**src/rtl/core/lkvc_pkg.sv**
```systemverilog
`timescale 1ns / 1ps

package lkvc_pkg;

    localparam int DATA_W = 32;
    localparam int KEY_IN_W = 32;
    localparam int CFG_W = 5;

    localparam logic CMD_GET = 1'b0;
    localparam logic CMD_PUT = 1'b1;

    localparam logic [DATA_W-1:0] MISS_VALUE = '1;

    typedef struct packed {
        logic                       cmd;
        logic signed [KEY_IN_W-1:0] lookup_key;
        logic signed [DATA_W-1:0]   write_value;
    } t_in_word;

    typedef struct packed {
        logic                       hit;
        logic signed [DATA_W-1:0]   read_value;
        logic                       evicted;
        logic signed [KEY_IN_W-1:0] evicted_key;
    } t_out_word;

    // per-entry update command from the lookup logic
    typedef struct packed {
        logic update;    // ranks change this cycle
        logic age_all;   // every valid entry ages (new entry filled)
        logic target;    // this entry becomes most recent
        logic load_key;  // this entry takes the new key
    } t_entry_cmd;

    typedef struct packed {
        logic valid;
        logic match;
        logic lru;
    } t_entry_stat;

endpackage

```
**src/rtl/core/lkvc_ram.sv**
```systemverilog
`timescale 1ns / 1ps

module lkvc_ram #(
    parameter int WIDTH = 32,
    parameter int DEPTH = 16
) (
    input  logic                     i_clk,
    input  logic                     i_we,
    input  logic [$clog2(DEPTH)-1:0] i_waddr,
    input  logic [WIDTH-1:0]         i_wdata,
    input  logic                     i_re,
    input  logic [$clog2(DEPTH)-1:0] i_raddr,
    output logic [WIDTH-1:0]         o_rdata
);

    logic [WIDTH-1:0] r_mem [DEPTH];
    logic [WIDTH-1:0] r_rdata;

    always_ff @(posedge i_clk) begin
        if (i_we) begin
            r_mem[i_waddr] <= i_wdata;
        end
        if (i_re) begin
            r_rdata <= r_mem[i_raddr];
        end
    end

    assign o_rdata = r_rdata;

endmodule

```
**src/rtl/core/lkvc_entry.sv**
```systemverilog
`timescale 1ns / 1ps

module lkvc_entry
    import lkvc_pkg::*;
#(
    parameter int KEY_BITS = 32,
    parameter int RANK_W = 4
) (
    input  logic                i_clk,
    input  logic                i_rst_n,
    input  t_entry_cmd          i_cmd,
    input  logic [KEY_BITS-1:0] i_key,
    input  logic [RANK_W-1:0]   i_old_rank,
    input  logic [RANK_W-1:0]   i_lru_rank,
    output t_entry_stat         o_stat,
    output logic [RANK_W-1:0]   o_rank,
    output logic [KEY_BITS-1:0] o_key
);

    logic                r_valid;
    logic [RANK_W-1:0]   r_rank;
    logic [KEY_BITS-1:0] r_key;
    logic                n_valid;
    logic [RANK_W-1:0]   n_rank;

    always_comb begin
        n_valid = r_valid;
        n_rank  = r_rank;
        if (i_cmd.update) begin
            if (i_cmd.target) begin
                n_rank = '0;
                if (i_cmd.load_key) begin
                    n_valid = 1'b1;
                end
            end else if (r_valid && (i_cmd.age_all || (r_rank < i_old_rank))) begin
                n_rank = r_rank + RANK_W'(1);
            end
        end
    end

    always_ff @(posedge i_clk) begin
        if (!i_rst_n) begin
            r_valid <= 1'b0;
            r_rank  <= '0;
        end else begin
            r_valid <= n_valid;
            r_rank  <= n_rank;
        end
    end

    always_ff @(posedge i_clk) begin
        if (i_cmd.update && i_cmd.target && i_cmd.load_key) begin
            r_key <= i_key;
        end
    end

    assign o_stat.valid = r_valid;
    assign o_stat.match = r_valid && (r_key == i_key);
    assign o_stat.lru   = r_valid && (r_rank == i_lru_rank);
    assign o_rank       = r_rank;
    assign o_key        = r_key;

endmodule

```
**src/rtl/core/lru_key_value_cache_unit.sv**
```systemverilog
`timescale 1ns / 1ps

// Fully associative key-value cache with least-recently-used replacement.
// One word is accepted every clock cycle unless the output stalls; each word
// passes the input register, then the result register, and the logic between
// the two holds the parallel compare of the key against every entry plus the
// rank update of all entries, which sets the clock limit.
// Values live in a RAM whose registered read doubles as the result register.
// Ranks run from 0 (most recent); when the cache is full the entry with rank
// fill count minus one is replaced. A capacity write is ignored unless the
// cache is empty; zero is taken as one and values above MAX_ENTRIES as
// MAX_ENTRIES. Keys keep only their low KEY_BITS bits after sign extension.
module lru_key_value_cache_unit
    import lkvc_pkg::*;
#(
    parameter int MAX_ENTRIES = 16,
    parameter int KEY_BITS = 32
) (
    input  logic             i_clk,
    input  logic             i_rst_n,
    input  logic             i_cfg_we,
    input  logic [CFG_W-1:0] i_cfg_wdata,
    input  logic             i_in_valid,
    output logic             o_in_ready,
    input  t_in_word         i_in_data,
    output logic             o_out_valid,
    input  logic             i_out_ready,
    output t_out_word        o_out_data
);

    localparam int IW = $clog2(MAX_ENTRIES);
    localparam int CW = $clog2(MAX_ENTRIES + 1);
    localparam int CAP_RESET = (MAX_ENTRIES < 16) ? MAX_ENTRIES : 16;

    logic            r_in_valid;
    t_in_word        r_in;
    logic            r_out_valid;
    logic            r_out_hit;
    logic            r_out_cmd;
    logic            r_out_evicted;
    logic [KEY_IN_W-1:0] r_out_evk;
    logic [CW-1:0]   r_fill;
    logic [CW-1:0]   r_capacity;
    logic [CW-1:0]   n_capacity;

    logic                   adv;
    logic [63:0]            key_ext;
    logic [KEY_BITS-1:0]    key_w;
    logic [MAX_ENTRIES-1:0] match_vec;
    logic [MAX_ENTRIES-1:0] lru_vec;
    logic [MAX_ENTRIES-1:0] valid_vec;
    logic [MAX_ENTRIES-1:0] fill_oh;
    logic [MAX_ENTRIES-1:0] target_oh;
    logic [IW-1:0]          rank_arr [MAX_ENTRIES];
    logic [KEY_BITS-1:0]    key_arr [MAX_ENTRIES];
    t_entry_stat            stat_arr [MAX_ENTRIES];
    t_entry_cmd             cmd_arr [MAX_ENTRIES];
    logic [IW-1:0]          target_idx;
    logic [IW-1:0]          old_rank;
    logic [KEY_BITS-1:0]    lru_key;
    logic [63:0]            lru_key_ext;
    logic [CW-1:0]          fill_m1;
    logic [IW-1:0]          lru_rank;
    logic                   is_get;
    logic                   hit;
    logic                   full;
    logic                   evict;
    logic                   fill_op;
    logic                   ranks_change;
    logic [DATA_W-1:0]      ram_rdata;

    assign adv        = r_in_valid && (!r_out_valid || i_out_ready);
    assign o_in_ready = !r_in_valid || adv;

    // sign-extend, then keep KEY_BITS
    assign key_ext = {{(64 - KEY_IN_W){r_in.lookup_key[KEY_IN_W-1]}}, r_in.lookup_key};
    assign key_w   = key_ext[KEY_BITS-1:0];

    assign fill_m1  = r_fill - CW'(1);
    assign lru_rank = fill_m1[IW-1:0];

    assign is_get       = (r_in.cmd == CMD_GET);
    assign hit          = |match_vec;
    assign full         = (r_fill >= r_capacity);
    assign evict        = !is_get && !hit && full;
    assign fill_op      = !is_get && !hit && !full;
    assign ranks_change = adv && (hit || !is_get);

    always_comb begin
        target_idx = '0;
        old_rank   = '0;
        lru_key    = '0;
        for (int i = 0; i < MAX_ENTRIES; i++) begin
            fill_oh[i] = (r_fill == CW'(i));
        end
        if (hit) begin
            target_oh = match_vec;
        end else if (evict) begin
            target_oh = lru_vec;
        end else if (fill_op) begin
            target_oh = fill_oh;
        end else begin
            target_oh = '0;
        end
        for (int i = 0; i < MAX_ENTRIES; i++) begin
            if (target_oh[i]) begin
                target_idx = target_idx | IW'(i);
            end
            old_rank = old_rank | (rank_arr[i] & {IW{target_oh[i]}});
            lru_key  = lru_key | (key_arr[i] & {KEY_BITS{lru_vec[i]}});
        end
    end

    assign lru_key_ext = 64'(lru_key);

    generate
        for (genvar g = 0; g < MAX_ENTRIES; g++) begin : g_entry
            assign cmd_arr[g].update   = ranks_change;
            assign cmd_arr[g].age_all  = fill_op;
            assign cmd_arr[g].target   = target_oh[g];
            assign cmd_arr[g].load_key = evict || fill_op;

            lkvc_entry #(
                .KEY_BITS (KEY_BITS),
                .RANK_W   (IW)
            ) u_entry (
                .i_clk      (i_clk),
                .i_rst_n    (i_rst_n),
                .i_cmd      (cmd_arr[g]),
                .i_key      (key_w),
                .i_old_rank (old_rank),
                .i_lru_rank (lru_rank),
                .o_stat     (stat_arr[g]),
                .o_rank     (rank_arr[g]),
                .o_key      (key_arr[g])
            );

            assign match_vec[g] = stat_arr[g].match;
            assign lru_vec[g]   = stat_arr[g].lru;
            assign valid_vec[g] = stat_arr[g].valid;
        end
    endgenerate

    lkvc_ram #(
        .WIDTH (DATA_W),
        .DEPTH (MAX_ENTRIES)
    ) u_value_ram (
        .i_clk   (i_clk),
        .i_we    (adv && !is_get),
        .i_waddr (target_idx),
        .i_wdata (r_in.write_value),
        .i_re    (adv && is_get && hit),
        .i_raddr (target_idx),
        .o_rdata (ram_rdata)
    );

    always_comb begin
        if (i_cfg_wdata == '0) begin
            n_capacity = CW'(1);
        end else if (32'(i_cfg_wdata) > MAX_ENTRIES) begin
            n_capacity = CW'(MAX_ENTRIES);
        end else begin
            n_capacity = CW'(i_cfg_wdata);
        end
    end

    always_ff @(posedge i_clk) begin
        if (!i_rst_n) begin
            r_in_valid  <= 1'b0;
            r_out_valid <= 1'b0;
            r_fill      <= '0;
            r_capacity  <= CW'(CAP_RESET);
        end else begin
            if (o_in_ready) begin
                r_in_valid <= i_in_valid;
            end
            if (adv) begin
                r_out_valid <= 1'b1;
            end else if (i_out_ready) begin
                r_out_valid <= 1'b0;
            end
            if (adv && fill_op) begin
                r_fill <= r_fill + CW'(1);
            end
            if (i_cfg_we && (r_fill == '0)) begin
                r_capacity <= n_capacity;
            end
        end
    end

    always_ff @(posedge i_clk) begin
        if (o_in_ready && i_in_valid) begin
            r_in <= i_in_data;
        end
        if (adv) begin
            r_out_hit     <= hit;
            r_out_cmd     <= r_in.cmd;
            r_out_evicted <= evict;
            r_out_evk     <= evict ? lru_key_ext[KEY_IN_W-1:0] : '0;
        end
    end

    assign o_out_valid            = r_out_valid;
    assign o_out_data.hit         = r_out_hit;
    assign o_out_data.read_value  = (r_out_cmd == CMD_GET)
                                    ? (r_out_hit ? ram_rdata : MISS_VALUE) : '0;
    assign o_out_data.evicted     = r_out_evicted;
    assign o_out_data.evicted_key = r_out_evk;

    a_fill_le_cap: assert property (@(posedge i_clk) disable iff (!i_rst_n)
        r_fill <= r_capacity)
        else $error("fill count above capacity");

    a_single_match: assert property (@(posedge i_clk) disable iff (!i_rst_n)
        $onehot0(match_vec))
        else $error("key present in more than one entry");

    a_lru_unique: assert property (@(posedge i_clk) disable iff (!i_rst_n)
        (r_in_valid && full) |-> $onehot(lru_vec))
        else $error("no single least recent entry in a full cache");

    a_valid_count: assert property (@(posedge i_clk) disable iff (!i_rst_n)
        $countones(valid_vec) == 32'(r_fill))
        else $error("valid entries disagree with fill count");

    a_evict_on_put_miss: assert property (@(posedge i_clk) disable iff (!i_rst_n)
        (r_out_valid && r_out_evicted) |-> (!r_out_hit && (r_out_cmd == CMD_PUT)))
        else $error("eviction reported outside a put miss");

endmodule
```
**config.mk**
```make
export PLATFORM = sky130hd
export DESIGN_NAME = lru_key_value_cache_unit
export DESIGN_NICKNAME = d
export VERILOG_FILES = /design/src/rtl/core/lkvc_pkg.sv /design/src/rtl/core/lkvc_ram.sv /design/src/rtl/core/lkvc_entry.sv /design/src/rtl/core/lru_key_value_cache_unit.sv
export SDC_FILE = /design/constraint.sdc
export NUM_CORES = 2
export LEC_CHECK = 0
export ABC_AREA = 0
export BUFFER_PORTS_ARGS = -buffer_cell sky130_fd_sc_hd__buf_2
export CAP_MARGIN = 10
export CORE_UTILIZATION = 53
export CTS_CLUSTER_SIZE = 25
export DETAILED_ROUTE_END_ITERATION = 10
export PLACE_DENSITY = 0.67
export RECOVER_POWER = 50
export SETUP_SLACK_MARGIN = 0.1
export SYNTH_ARGS = -nofsm -noshare
export SYNTH_HDL_FRONTEND = slang
export SYNTH_SLANG_ARGS = --single-unit
```
**constraint.sdc**
```tcl
create_clock -name i_clk -period 8.7 [get_ports i_clk]
set_input_delay 1.305 -clock i_clk [delete_from_list [all_inputs] [get_ports i_clk]]
set_output_delay 1.305 -clock i_clk [all_outputs]
set_load 0.005 [all_outputs]
```
==> metrics.md <==
| Metric | Value |
|---|---|
| Status | `complete, but fails checks` |
| Failing checks | `capacitance limit, slew limit` |
| PnR worst setup slack | `0.8122 ns` |
| Total Routed Length | `270700 µm` |
| Area contributors post-synth | `edfxtp_1 59%, xnor2_1 6.0%, dfxtp_1 3.1%, nand2_1 2.9%, mux2i_1 2.9%` |
| I/O pins | `143` |
| Area Growth Syn to Fin | `12.36%` |
| Hold Vio Cnt, Final | `0` |
| Critical R2R Launch | `key_w[13]$_DFFE_PP_` |
| Cell Int Power | `0.009967 W` |
| Die Width | `336.1 µm` |
| Synth Cell Area | `0.05917 mm²` |
| Clock Latency Late Sink | `0.80 ns` |
| Critical path arrival | `8.58 ns` |
| Clock power share | `43.9%` |
| Synth Area in Simple Gates | `12.29%` |
| Max-cap violation count | `10` |
| Root Buffer | `clkbuf_16` |
| Number of cells on the worst hold path | `2` |
| Final core utilization | `60.07%` |
| Congestion Overflow GR | `0` |
| Post-Syn Nets | `4740` |
| Required @ worst endpoint | `9.39 ns` |
| 1st-iter DRT viols | `8697` |
| Max_slew headroom | `-148.6%` |
| Avg Cell Area, Syn | `12.80 µm²` |
| Setup Fix Bufs, Post-CTS | `0` |
| Register area share after synthesis | `61.78%` |
| Total vias in the final route | `45780` |
| Vias/cell | `7.168` |
| Hold WS | `0.4855 ns` |
| Final nets | `4889` |
| Total CTS buffers | `135` |
| Mapped Cells | `4623` |
| GRT Total Usage | `47.51%` |
| Synth async-reset ratio | `0%` |
| Die height | `336.1 µm` |
| Leak | `21.32 nW` |
| Total clock sinks | `1248` |
| Setup TNS | `0 ns` |
| Post-synth EDFFs | `1156` |
| CP max FO | `32` |
| HP Start | `r_capacity[4]$_SDFFE_PN1P_` |
| Placed cell area | `0.06216 mm²` |
| Net Sw Frac | `24.53%` |
| Max-slew violations | `397` |
| Resize count post-CTS | `0` |
| Hold buffer count at CTS | `0` |
| Largest family of logic cells by synthesized area | `simple AND/OR/NAND/NOR gates` |
| Peak VDD IR | `0.2486 mV` |
| Most common cell after layout, fill and taps aside | `edfxtp_1` |
| Unrepaired setup endpoints after global routing | `false` |
| P_sw | `0.003240 W` |
| HPWL Detailed | `189200 µm` |
| Sequential fraction of design power | `50.7%` |
| Crit. End Element | `register` |
| Fin crit share | `90.66%` |
| Core area | `0.1107 mm²` |
| Setup Skew | `0.07095 ns` |
| Most frequent cells in the layout | `1156 x edfxtp_1, 456 x nand2_1, 408 x xnor2_1` |
| Multiplexer share of the synthesized area | `2.969%` |
| Initial antenna violation count | `23` |
| Hold endpoint | `r_capacity[4]$_SDFFE_PN1P_` |
| Remaining antenna violation count | `0` |
| Fmax | `0.1268 GHz` |
| First-pass GRT wire length | `359200 µm` |
| Share of the synthesized area in the top cell type | `58.67%` |
| H-tree Lvls | `4` |
| Adder-cell share of the synthesized area | `1.165%` |
| Cell taking the most area after synthesis | `edfxtp_1` |
| Largest net degree at the start of global routing | `179` |
| GPL Wtd Cong | `1.084` |
| Synth Area in XOR/XNOR | `9.053%` |
| Distinct cells, synth | `98` |
| Port buffer count | `142` |
| DRT Pass-1 Iters | `9` |
| Crit Path Category | `register to register` |
| Reg clk slew, reported paths | `0.06 ns` |
| Startpoint types | `register` |
| Slew of the pin with the lowest slew margin | `3.729 ns` |
| Compound-Gate Fraction of Synth Area | `9.662%` |
| Wire per inst | `42.38 µm` |
| Vias in the first global route | `41990` |
| Yosys reg bits | `1248` |
| Num rows | `122` |
| Die Area | `0.1130 mm²` |
| Initial core utilization | `53.46%` |
| R2R setup slack | `0.81 ns` |
| Min-Delay Path Class | `register to register` |
| PwrDens | `198.6 mW/mm²` |
| Setup violations, final | `0` |
| R2r worst-path depth | `22` |
| FF-to-FF End | `g_entry[11].u_entry.o_rank[3]$_SDFFE_PN0P_` |
| YS warnings | `0` |
| Top_reg_cell synth | `edfxtp_1` |
| Max clock buf depth | `3` |
| CTS tree | `built` |
| DRC | `0` |
| Share of layout cells above drive strength 1 | `10.57%` |
| Power share of the combinational group | `5.5%` |
| Tmin final | `7.888 ns` |
| Setup WS pre-CTS | `1.466 ns` |
| Post-route cell area | `0.06648 mm²` |
==> state kept, by name (all words and copies together) (netlist names) <==
signal	cells
o_out_valid	1
key_w	32
r_in_valid	1
g_entry.u_entry.o_key	512
r_out_evk	32
g_entry.u_entry.o_rank	64
r_out_evicted	1
r_in	33
r_out_cmd	1
r_fill	5
u_value_ram.o_rdata	32
r_capacity	5
r_out_hit	1
g_entry.u_entry.r_valid	16
u_value_ram.r_mem	512
==> kinds of logic after synthesis <==
kind of cell,count (synthesis)
muxes,174
adders and majority gates,58
buffers and inverters,418
xor gates and xnor gates,582
AOI/OAI and AO/OA,731
DFF,1248
and+or+nand+nor,1412
==> worst max-delay path by stage <==
stage	from	to	slack, ns
3_5_place_dp	key_w[11]$_DFFE_PP_	u_value_ram.r_mem[13][24]$_DFFE_PP_	1.47
3_3_place_gp	key_w[11]$_DFFE_PP_	u_value_ram.r_mem[13][27]$_DFFE_PP_	1.51
2_1_floorplan	r_fill[0]$_SDFFE_PN0P_	u_value_ram.r_mem[5][0]$_DFFE_PP_	2.26
5_1_grt	key_w[13]$_DFFE_PP_	g_entry[9].u_entry.o_rank[0]$_SDFFE_PN0P_	0.64
6_report	key_w[13]$_DFFE_PP_	g_entry[11].u_entry.o_rank[3]$_SDFFE_PN0P_	0.81
4_1_cts	key_w[11]$_DFFE_PP_	u_value_ram.r_mem[13][26]$_DFFE_PP_	1.45
==> power groups by stage <==
stage,registers (W),clock network (W),logic (W)
global route,0.00669,0.00600,0.000707
detailed placement,0.00681,0,0.000677
global placement,0.00681,0,0.000682
CTS,0.00669,0.00577,0.000681
floorplan,0.00677,0,0.000334
finish,0.00669,0.00580,0.000720
==> metal layers <==
metal  GRT usage, %  up-vias  part of all wire (%)
li1               -    18060                     -
met2          69.56     4095                    43
met1          61.85    22710                    36
met4          29.32       14                   7.6
met5         0.9787        -                 0.081
met3          14.39      898                    13
==> through the flow <==
step | total power, W | instances
4_1_cts | 0.01314 | 6366
6_report | 0.01321 | 6387
2_1_floorplan | 0.007103 | 4623
5_1_grt | 0.01340 | 6371
3_5_place_dp | 0.007490 | 6119
3_3_place_gp | 0.007491 | 6119
==> final cells by class <==
cell class | count | area, µm²
diodes | 17 | 42.54
clock buffers | 168 | 3542
clock inverters | 79 | 884.6
fillers | 8398 | 44190
inverters | 114 | 427.9
multi-input cells | 2957 | 21190
flip-flops and latches | 1248 | 36560
well taps | 1488 | 1862
repair buffers | 316 | 1977
==> worst max-delay path: stages, from the launching register on <==
cell	delay, ns
edfxtp_1	0.36
clkbuf_1	0.63
xnor2_1	1.21
nand4_1	0.45
nor3_1	1.05
and3_1	0.37
or4_4	0.18
or4_1	0.33
buf_4	0.31
o31ai_2	0.19
nand2_1	0.13
o21ai_0	0.17
a221oi_1	0.33
nand3_1	0.14
nor3_2	0.22
buf_4	0.26
ha_1	0.28
nand2_1	0.10
o21ba_1	0.13
o311ai_1	0.16
nand2_1	0.16
or4b_1	0.44
a21boi_1	0.15
==> synth_stat cells, drive strengths merged, types with 10 or more instances <==
master and instances:
a21boi 20, a21oi 80, a221oi 96, a222oi 35, a22o 101, a22oi 31
a31oi 101, a32o 24, a32oi 46, and2 22, and3 45, and4 11
buf 139, clkbuf 165, dfxtp 92, edfxtp 1156, ha 42, inv 114
maj3 16, mux2i 171, nand2 458, nand2b 39, nand3 229, nand3b 13
nand4 213, nand4b 14, nor2 145, nor2b 18, nor3 50, nor3b 10
nor4 79, nor4b 14, o2111ai 19, o211ai 17, o21a 44, o21ai 32
o22ai 18, o31ai 13, or4 18, xnor2 409, xnor3 15, xor2 156
No activity file was read; power rests on OpenSTA's default activity.
